===== config.mk =====
export PLATFORM = sky130hd
export DESIGN_NAME = int8_block_dequantizer_top
export DESIGN_NICKNAME = d
export VERILOG_FILES = /design/src/hw/rtl/i8dq_pkg.sv /design/src/hw/rtl/int8_block_dequantizer_top.sv /design/src/hw/rtl/i8dq_front.sv /design/src/hw/rtl/i8dq_arith.sv
export VERILOG_INCLUDE_DIRS = /design/src /design/src/hw/rtl
export SDC_FILE = /design/constraint.sdc
export NUM_CORES = 1
export LEC_CHECK = 0
export BUFFER_PORTS_ARGS = -buffer_cell sky130_fd_sc_hd__buf_2
export CAP_MARGIN = 20
export CORE_MARGIN = 10
export CORE_UTILIZATION = 30
export CTS_CLUSTER_DIAMETER = 50
export DETAILED_ROUTE_END_ITERATION = 10
export PLACE_DENSITY = 0.47
export SLEW_MARGIN = 20
export SYNTH_ARGS = -nofsm -noshare
export SYNTH_HDL_FRONTEND = slang
export SYNTH_SLANG_ARGS = --single-unit
export TNS_END_PERCENT = 10

===== constraint.sdc =====
create_clock -name aclk -period 14.2 [get_ports aclk]
set_input_delay 1.42 -clock aclk [delete_from_list [all_inputs] [get_ports aclk]]
set_output_delay 1.42 -clock aclk [all_outputs]
set_load 0.02 [all_outputs]

===== src/hw/rtl/assert_macros.svh =====
// ----------------------------------------------------------------------------
// Assertion macros
// Shared concurrent assertion forms for the RTL.
// ----------------------------------------------------------------------------
`ifndef ASSERT_MACROS_SVH
`define ASSERT_MACROS_SVH

// Implication checked on every edge outside reset.
`define ASSERT_IMPL(label, clk, rst_n, ante, cons) \
    label: assert property (@(posedge clk) disable iff (!rst_n) (ante) |-> (cons)) \
        else $error("assertion failed");

// Next-cycle implication checked outside reset.
`define ASSERT_NEXT(label, clk, rst_n, ante, cons) \
    label: assert property (@(posedge clk) disable iff (!rst_n) (ante) |=> (cons)) \
        else $error("assertion failed");

`endif


===== src/hw/rtl/i8dq_pkg.sv =====
// ----------------------------------------------------------------------------
// i8dq_pkg
// Types, constants and float helpers for the int8 block dequantiser.
// ----------------------------------------------------------------------------
package i8dq_pkg;

    localparam int BlockElements = 32;

    localparam logic [1:0] FMT_BLOCK  = 2'd0;
    localparam logic [1:0] FMT_HALF   = 2'd1;
    localparam logic [1:0] FMT_SINGLE = 2'd2;

    localparam logic [31:0] QNAN_DEFAULT = 32'h7FC0_0000;

    // Item handed from the front (position) stage to the arithmetic stage.
    typedef struct packed {
        logic [1:0]  kind;      // which conversion to apply
        logic [15:0] half;      // half word (scale or value)
        logic [7:0]  qbyte;     // signed element for block mode
        logic [31:0] word;      // single passthrough word
        logic        last;
    } i8dq_item_t;

    localparam logic [1:0] KIND_BLOCK  = 2'd0;
    localparam logic [1:0] KIND_HALF   = 2'd1;
    localparam logic [1:0] KIND_SINGLE = 2'd2;

    function automatic logic [31:0] widen_half(input logic [15:0] h);
        logic        s;
        logic [4:0]  ex;
        logic [9:0]  man;
        logic [3:0]  lz;
        logic [10:0] sh;
        logic [7:0]  e;
        s   = h[15];
        ex  = h[14:10];
        man = h[9:0];
        lz  = 4'd0;
        for (int i = 0; i < 10; i++) begin
            if (man[i]) lz = 4'(9 - i);
        end
        sh = {1'b0, man} << (lz + 4'd1);
        e  = 8'(8'd112 - {4'd0, lz});
        if (ex == 5'd0) begin
            if (man == 10'd0) widen_half = {s, 31'd0};
            else              widen_half = {s, e, sh[9:0], 13'd0};
        end else if (ex == 5'h1F) begin
            widen_half = {s, 8'hFF, man, 13'd0};
        end else begin
            widen_half = {s, 8'({3'd0, ex} + 8'd112), man, 13'd0};
        end
    endfunction

endpackage


===== src/hw/rtl/int8_block_dequantizer_top.sv =====
// ----------------------------------------------------------------------------
// int8_block_dequantizer_top
// Byte stream to fp32 dequantiser: int8 blocks, half or single words.
// ----------------------------------------------------------------------------
//  channel  | ports                              | direction
//  s_       | s_valid s_ready s_data_byte s_start_req | in, one byte a beat
//  m_       | m_valid m_ready m_value m_block_last    | out, one fp32 a beat
//  cfg      | cfg_we cfg_wdata                   | format register write
//
// One beat in per cycle while s_ready is high; a result leaves in the cycle after the byte that
// completes it, through a single output register.
// s_ready is high whenever the output register is empty or being drained.
// Reset clears byte position, scale, pending bytes and format (block mode).
// A stalled m_ side holds its beat and stalls s_ only while it is full.
module int8_block_dequantizer_top #(
    parameter int BLOCK_ELEMENTS = i8dq_pkg::BlockElements
) (
    input  logic        aclk,
    input  logic        aresetn,
    input  logic        cfg_we,
    input  logic [1:0]  cfg_wdata,
    input  logic        s_valid,
    output logic        s_ready,
    input  logic [7:0]  s_data_byte,
    input  logic        s_start_req,
    output logic        m_valid,
    input  logic        m_ready,
    output logic [31:0] m_value,
    output logic        m_block_last
);
    import i8dq_pkg::*;
    `include "assert_macros.svh"

    logic [1:0]  format_reg;
    logic        take, item_valid;
    i8dq_item_t  item;
    logic [31:0] value;
    logic        m_valid_reg;
    logic [31:0] m_value_reg;
    logic        m_last_reg;

    assign s_ready = !m_valid_reg || m_ready;
    assign take    = s_valid && s_ready;

    always_ff @(posedge aclk) begin
        if (!aresetn) format_reg <= FMT_BLOCK;
        else if (cfg_we) format_reg <= cfg_wdata;
    end

    i8dq_front #(
        .BLOCK_ELEMENTS (BLOCK_ELEMENTS)
    ) u_front (
        .aclk       (aclk),
        .aresetn    (aresetn),
        .format     (format_reg),
        .take       (take),
        .data_byte  (s_data_byte),
        .start_req  (s_start_req),
        .item_valid (item_valid),
        .item       (item)
    );

    i8dq_arith u_arith (
        .item  (item),
        .value (value)
    );

    // Load on a producing beat, drop once taken.
    always_ff @(posedge aclk) begin
        if (!aresetn) begin
            m_valid_reg <= 1'b0;
        end else if (s_ready) begin
            m_valid_reg <= take && item_valid;
        end
    end

    always_ff @(posedge aclk) begin
        if (take && item_valid) begin
            m_value_reg <= value;
            m_last_reg  <= item.last;
        end
    end

    assign m_valid      = m_valid_reg;
    assign m_value      = m_value_reg;
    assign m_block_last = m_valid_reg && m_last_reg;

    `ASSERT_IMPL(a_stall_blocks, aclk, aresetn, m_valid && !m_ready, !s_ready)
    `ASSERT_NEXT(a_hold_value, aclk, aresetn, m_valid && !m_ready, $stable(m_value))
    `ASSERT_NEXT(a_emit, aclk, aresetn, take && item_valid, m_valid)
endmodule


===== src/hw/rtl/i8dq_front.sv =====
// ----------------------------------------------------------------------------
// i8dq_front
// Byte position tracking and word assembly; emits one item per element.
// ----------------------------------------------------------------------------
module i8dq_front #(
    parameter int BLOCK_ELEMENTS = i8dq_pkg::BlockElements
) (
    input  logic                  aclk,
    input  logic                  aresetn,
    input  logic [1:0]            format,
    input  logic                  take,
    input  logic [7:0]            data_byte,
    input  logic                  start_req,
    output logic                  item_valid,
    output i8dq_pkg::i8dq_item_t  item
);
    import i8dq_pkg::*;

    localparam logic [5:0] LastPos = 6'(BLOCK_ELEMENTS + 1);

    logic [5:0]  pos_reg, pos_next, pos;
    logic [15:0] scale_reg, scale_next;
    logic [23:0] pend_reg, pend_next;

    always_comb begin
        pos        = start_req ? 6'd0 : pos_reg;
        pos_next   = pos_reg;
        scale_next = scale_reg;
        pend_next  = pend_reg;
        item_valid = 1'b0;
        item       = '0;
        case (format)
            FMT_BLOCK: begin
                if (pos > LastPos) pos = 6'd0;
                if (pos == 6'd0) begin
                    scale_next = {scale_reg[15:8], data_byte};
                    pos_next   = 6'd1;
                end else if (pos == 6'd1) begin
                    scale_next = {data_byte, scale_reg[7:0]};
                    pos_next   = 6'd2;
                end else begin
                    item_valid = 1'b1;
                    item.kind  = KIND_BLOCK;
                    item.half  = scale_reg;
                    item.qbyte = data_byte;
                    item.last  = (pos == LastPos);
                    pos_next   = (pos == LastPos) ? 6'd0 : pos + 6'd1;
                end
            end
            FMT_HALF: begin
                if (pos > 6'd1) pos = 6'd0;
                if (pos == 6'd0) begin
                    pend_next = {pend_reg[23:8], data_byte};
                    pos_next  = 6'd1;
                end else begin
                    item_valid = 1'b1;
                    item.kind  = KIND_HALF;
                    item.half  = {data_byte, pend_reg[7:0]};
                    pos_next   = 6'd0;
                end
            end
            FMT_SINGLE: begin
                if (pos > 6'd3) pos = 6'd0;
                if (pos == 6'd3) begin
                    item_valid = 1'b1;
                    item.kind  = KIND_SINGLE;
                    item.word  = {data_byte, pend_reg};
                    pos_next   = 6'd0;
                end else begin
                    case (pos[1:0])
                        2'd0:    pend_next = {pend_reg[23:8], data_byte};
                        2'd1:    pend_next = {pend_reg[23:16], data_byte, pend_reg[7:0]};
                        default: pend_next = {data_byte, pend_reg[15:0]};
                    endcase
                    pos_next = pos + 6'd1;
                end
            end
            default: begin
                pos_next = pos;
            end
        endcase
    end

    always_ff @(posedge aclk) begin
        if (!aresetn) begin
            pos_reg   <= '0;
            scale_reg <= '0;
            pend_reg  <= '0;
        end else if (take) begin
            pos_reg   <= pos_next;
            scale_reg <= scale_next;
            pend_reg  <= pend_next;
        end
    end
endmodule


===== src/hw/rtl/i8dq_arith.sv =====
// ----------------------------------------------------------------------------
// i8dq_arith
// Scale widening, exact 24x8 product and normalisation.
// ----------------------------------------------------------------------------
module i8dq_arith (
    input  i8dq_pkg::i8dq_item_t  item,
    output logic [31:0]           value
);
    import i8dq_pkg::*;

    logic [31:0] f;
    logic        qneg, sgn;
    logic [7:0]  mag, ex;
    logic [31:0] prod;
    logic [2:0]  sh;
    logic [31:0] pshift;

    always_comb begin
        f     = widen_half(item.half);
        ex    = f[30:23];
        qneg  = item.qbyte[7];
        mag   = qneg ? 8'(-item.qbyte) : item.qbyte;
        sgn   = f[31] ^ qneg;
        prod  = {8'd0, 1'b1, f[22:0]} * {24'd0, mag};
        sh    = 3'd0;
        for (int i = 24; i < 32; i++) begin
            if (prod[i]) sh = 3'(i - 23);
        end
        pshift = prod >> sh;
        case (item.kind)
            KIND_HALF:   value = f;
            KIND_SINGLE: value = item.word;
            default: begin
                if (ex == 8'hFF) begin
                    if (f[22:0] != 23'd0)      value = f | 32'h0040_0000;
                    else if (item.qbyte == 0)  value = QNAN_DEFAULT;
                    else                       value = {sgn, 31'h7F80_0000};
                end else if (ex == 8'd0 || item.qbyte == 8'd0) begin
                    value = {sgn, 31'd0};
                end else begin
                    value = {sgn, 8'(ex + {5'd0, sh}), pshift[22:0]};
                end
            end
        endcase
    end
endmodule

# Word-level counts from Yosys, hierarchy flattened
# Cells that the tools add are included.
op_classes:
  add_sub_neg: 7
  n_mul: 1
  div: 0
  magnitude_cmp: 3
  eq_ne: 14
  n_shift: 2
  n_mux: 59
  n_bitwise: 7
  n_reduce_logical: 22
op_table:
  columns: ["op", "n"]
  rows:
  - ["$mux 32", 5]
  - ["$mux 31", 4]
  - ["$pmux 24 s2", 2]
  - ["$mux 6", 11]
  - ["$pmux 32 s2", 1]
  - ["$mux 24", 2]
  - ["$mux 4", 10]
  - ["$mul 24x8->32", 1]
  - ["$mux 8", 4]
  - ["$pmux 16 s2", 1]
  - ["$shr 32x3->23", 1]
  - ["$mux 26", 1]
  - ["$reduce_bool 23->1", 1]
  - ["$pmux 6 s3", 1]
  - ["$reduce_and 6->1", 3]
  - ["$mux 17", 1]
  - ["$logic_not 8->1", 2]
  - ["$mux 3", 5]
  - ["$add 6x1->6 const B", 2]
  - ["$logic_not 6->1", 2]
  - ["$logic_not 10->1", 1]
  - ["$shl 10x4->10", 1]
  - ["$add 5x7->8 const B", 1]
  - ["$add 8x3->8", 1]
  - ["other kinds (30)", 51]
word_totals:
  reg_bits: 82
  latchBits: 0
  ram_bits: 0
  mem_bits_ro: 0
  output_inout_bits: 35
  elab_cells: 125
  n_memories: 0

# Longest topological paths before layout
logic_depth:
  word_depth: 35
  ltp_mapped: 49

# Cells and area by module
# From an unflattened synthesis, not the netlist that was laid out.
hier_totals:
  cells_unflattened: 1098
  hier_area_um2: 9172.5
by_module_without_submodules:
  columns: ["module", "n_inst", "cells_per_inst", "area_per_inst_um2"]
  rows:
  - ["i8dq_arith", 1, 704, 5271.3]
  - ["i8dq_front", 1, 348, 2773.9]
  - ["int8_block_dequantizer_top", 1, 46, 1127.3]

# Worst setup path after synthesis
# OpenSTA, ideal clock, no wires.
synth_path:
  kind: "in2reg"
  from: "input port s_start_req"
  to: "register m_value_reg[28] (netlist: m_value[28]), data pin"
  setup_time_ns: 0.263
  arrival_time_ns: 10.991
  t_required_ns: 13.937
  path_slack_ns: 2.946
  cell_stages: 44
  n_path_buf: 9
  path_cell_list: "buf_6 -> a21oi_1 -> nand2_1 -> ha_1 -> clkbuf_1 -> or3b_2 -> nand2_1 -> clkbuf_1 -> clkbuf_1 -> o21ai_0 -> o221ai_1 -> o221ai_1 -> inv_1 -> ha_1 -> clkbuf_1 -> clkbuf_1 -> o211ai_1 -> o311a_1 -> [... 8 more ...] -> fa_1 -> ha_1 -> clkbuf_1 -> a211o_1 -> a2111oi_2 -> o21ai_0 -> a21oi_1 -> nor2_1 -> o21bai_2 -> nand2_2 -> inv_2 -> buf_6 -> ha_1 -> a21o_1 -> a21o_1 -> or3b_2 -> a31oi_1 -> a21oi_1"
synth_between:
  elab_chain_len: 35
  word_cells_on_any_way: 66
synth_lines:
  columns: ["element", "line_no", "text"]
  rows:
  - ["from (decl)", "int8_block_dequantizer_top.sv:25", "input logic s_start_req,"]
  - ["$mux 6 (*)", "i8dq_front.sv:26", "pos = start_req ? 6'd0 : pos_reg;"]
  - ["$gt 6x6->1", "i8dq_front.sv:34", "if (pos > LastPos) pos = 6'd0;"]
  - ["$mux 6", "i8dq_front.sv:34", null]
  - ["$mux 6", "i8dq_front.sv:32", "case (format)"]
  - ["$eq 6x1->1", "i8dq_front.sv:38", "end else if (pos == 6'd1) begin"]
  - ["$mux 24", "i8dq_front.sv:38", null]
  - ["$mux 26", "i8dq_front.sv:35", "if (pos == 6'd0) begin"]
  - ["$pmux 16 s2", "i8dq_front.sv:32", null]
  - ["[... 15 more ...]", null, null]
  - ["$mux 1", "i8dq_arith.sv:27", "if (prod[i]) sh = 3'(i - 23);"]
  - ["$mux 2 (2 in series)", "i8dq_arith.sv:27", null]
  - ["$mux 3 (5 in series)", "i8dq_arith.sv:27", null]
  - ["$add 8x3->8", "i8dq_arith.sv:41", "value = {sgn, 8'(ex + {5'd0, sh}), pshift[22:0]};"]
  - ["$mux 31", "i8dq_arith.sv:38", "end else if (ex == 8'd0 || item.qbyte == 8'd0) begin"]
  - ["$mux 32", "i8dq_arith.sv:34", "if (ex == 8'hFF) begin"]
  - ["$pmux 32 s2 (*)", "i8dq_arith.sv:30", "case (item.kind)"]
  - ["net u_arith.value[28]", "i8dq_arith.sv:7", "output logic [31:0] value"]
  - ["to (signal assigned)", "int8_block_dequantizer_top.sv:79", "m_value_reg <= value;"]
  - ["to (decl)", "int8_block_dequantizer_top.sv:39", "logic [31:0] m_value_reg;"]
# Mark *: on every way through the listed nets, which the timed path passes. The rest lies on a longest branch. The select of a mux whose other input is x is not followed.
# A chain may end at the register's enable or synchronous reset.

# Worst setup path after layout
# Ends and elaborated chain as after synthesis.

==> results_dict.tcl <==
set metrics [dict create \
    grt_overflow 0 \
    peakVddDrop_v 0.0000418 \
    grt_pass1_wl_microns 51400 \
    cp.required_ns 14.30 \
    ys_seq_area_frac 0.208 \
    cts_tree "done" \
    wl_microns 31900 \
    grt_max_degree 50 \
    synth-seq-cells 82 \
    nFillCells 3373 \
    p_per_area_mw_per_mm2 59.7 \
    async_flop_share 0 \
    path_max_fanout 24 \
    seqCellArea_sq_mm 0.00197 \
    synth-edff-count 33 \
    period_needed_ns 12.80 \
    crit_path_max_incr_delay_ns 0.83 \
    die_w_microns 198 \
    finalSetupTns_ns 0 \
    syn-mean-instance-area_sq_um 8.36 \
    first_global_vias 8698 \
    clock_latency_ns 0.37 \
    status "completed" \
    num_rows 65 \
    reg2reg_slack_ns 1.53 \
    holdCritPathClass "register to register" \
    synth_area_leaders "fa_1 (12%), edfxtp_1 (10%), dfxtp_1 (10%)" \
    cts_resized 0 \
    dr.pass1.iters 5 \
    core-area_sq_mm 0.0314 \
    viasPerCell 5.60 \
    netlist.top_cell.by_area "fa_1" \
    antenna_left 0 \
    relSlewSlack 0.248 \
    ctsHoldBuffers 0 \
    grt_use_total 0.167 \
    netlist_area_sq_mm 0.00950 \
    largest_reg_flops 32 \
    finalSetupViolations 0 \
    hold-path-endpoint "u_front.pend_reg[19]$_SDFFE_PN0P_" \
    placed_area_sq_mm 0.0101 \
    grt_use_met3 0.0278 \
    p_total_uw 619 \
    port_buffers 50 \
    diodes 0 \
    ys_types 98 \
    synth.net_count 1264 \
    die_y_microns 198 \
    area_growth_pct 9.26 \
    crit_type "input pin to register" \
    fin_nets 1276 \
    synthFlopType "dfxtp_1" \
    cts_setup_buffers 0 \
    rsz0062_at_grt "false" \
    max_clock_freq_mhz 78.2 \
    cts.reportedPaths.clkPinSlew_ns 0.07 \
    cts_buffers 9 \
    num_vias 8710 \
    r2r-end "m_value[28]$_DFFE_PP_" \
    arrival_ns 12.89 \
    antenna_found_initial 1 \
    reg2reg_depth 42 \
    cap_violations 0 \
    dpl.hpwl_microns 24500 \
    cts_num_sinks 82 \
    yosys_warnings 0 \
    drc 0 \
    crit_path_end_kind "register" \
    netlist_instances 1136 \
    slowest_stage "ha_1" \
    root_buffer "clkbuf_16" \
    hold_viol 0 \
    p_leak_uw 0.00427 \
    start_util 0.303 \
    final_util 0.331 \
    met1_usage 0.220 \
    die-area_sq_mm 0.0392 \
    r2r_start "u_front.pos_reg[3]$_SDFFE_PN0P_" \
    wl_per_cell_microns 20.5 \
    maxSlewViolCount 0 \
    htreeDepth 3 \
    stdcell_area_sq_mm 0.0104 \
    grt-busiest-layer "met2" \
    cp-start-kind "input pin" \
    synth_top_area_frac 0.116 \
    grt.met2_usage 0.271 \
    drt_iter0_drc 620 \
    clock_path_buffers 2 \
    hold_depth 2 \
    clock-skew-final_ns 0.0125 \
    routabilityCongestion 0.876 \
    io_pins 51 \
    place_ws_ns 1.04 \
    timing.critical_path.mode_cell "inv_1" \
    drive_gt1_frac 0.112 \
    hp-start "u_front.pend_reg[19]$_SDFFE_PN0P_" \
    multiInputGateArea_sq_mm 0.00691 \
    tightest_slew_ns 1.12 \
    worst_slack_ns 1.40 \
    period_share 0.901 \
]
metrics by stage:
step                cells  hold slack (ns)
floorplan            1136            0.441
global placement     1539            0.452
detailed placement   1539            0.460
CTS                  1555            0.467
global route         1555            0.488
finish               1555            0.464
cells in the mapped netlist, types with 17 or more instances:
cell and number:
a21boi_0 17, a21oi_1 50, clkbuf_1 38, dfxtp_1 49, edfxtp_1 33, fa_1 55, ha_1 57, inv_1 88
mux2i_1 50, nand2_1 102, nand3_1 35, nor2_1 108, nor2b_1 42, o21ai_0 52
area by class of cell:
| class | count | area share |
|---|---|---|
| multi-input combinational | 901 | 0.666 |
| sequential | 82 | 0.190 |
| tap | 402 | 0.0485 |
| timing repair buffer | 64 | 0.0342 |
| inverter | 90 | 0.0326 |
| clock buffer | 10 | 0.0221 |
| clock inverter | 6 | 0.00639 |
critical path, delay by kind of cell:
kind                     cells  cell delay [ns]
AND/OR/NAND/NOR              7             2.09
AO/OA/AOI/OAI               16             3.53
adder cells (fa/ha/maj)      8             3.98
XOR/XNOR                     1             0.48
buffers and inverters        9             1.33
worst max-delay path by stage:
stage | slack (ns) | cells past startpoint | from | to
final | 1.40 | 41 | s_start_req | m_value[28]$_DFFE_PP_
after global routing | 0.31 | 40 | s_start_req | m_value[28]$_DFFE_PP_
after CTS | 1.40 | 41 | s_start_req | m_value[28]$_DFFE_PP_
after detailed placement | 1.04 | 41 | s_start_req | m_value[28]$_DFFE_PP_
after global placement | 1.17 | 41 | s_start_req | m_value[28]$_DFFE_PP_
after floorplan | 2.95 | 44 | s_start_req | m_value[28]$_DFFE_PP_
cells in the final DEF (no fill, tap or decap), drive strengths merged, types with 12 or more instances in the layout:
master	n
nor2	108
nand2	103
inv	90
buf	64
o21ai	61
ha	57
fa	55
a21oi	52
mux2i	50
dfxtp	49
nor2b	42
nand3	36
edfxtp	33
a21boi	23
and3	15
a21o	15
o211ai	15
a31oi	15
a22oi	15
a221oi	15
xor2	14
or2	14
nand2b	13
nor3	13
and2	12
xnor2	12
report_power, final:
| group | leakage [uW] | internal [uW] | switching, uW |
|---|---|---|---|
| logic | 0.00346 | 39.4 | 80.3 |
| registers | 0.000664 | 251 | 6.20 |
| clock network | 0.000137 | 137 | 106 |
| total | 0.00427 | 427 | 193 |
cells by family (layout without fill, tap and decap cells):
family                   after synthesis  after routing  share of synthesized area
buffers and inverters                153            170                     0.0673
XOR/XNOR                              26             26                     0.0260
AND/OR/NAND/NOR                      399            399                      0.213
flip-flops                            82             82                      0.208
multiplexers                          54             54                     0.0578
adder cells (fa/ha/maj)              112            112                      0.191
AO/OA/AOI/OAI                        310            310                      0.237
metal layers:
| metal | vias up | wire length (microns) |
|---|---|---|
| met4 | 0 | 748 |
| met1 | 4297 | 14800 |
| met2 | 261 | 14800 |
| met3 | 48 | 1540 |
| met5 | - | 0 |
| li1 | 4104 | - |
(Power assumes the default switching activity.)
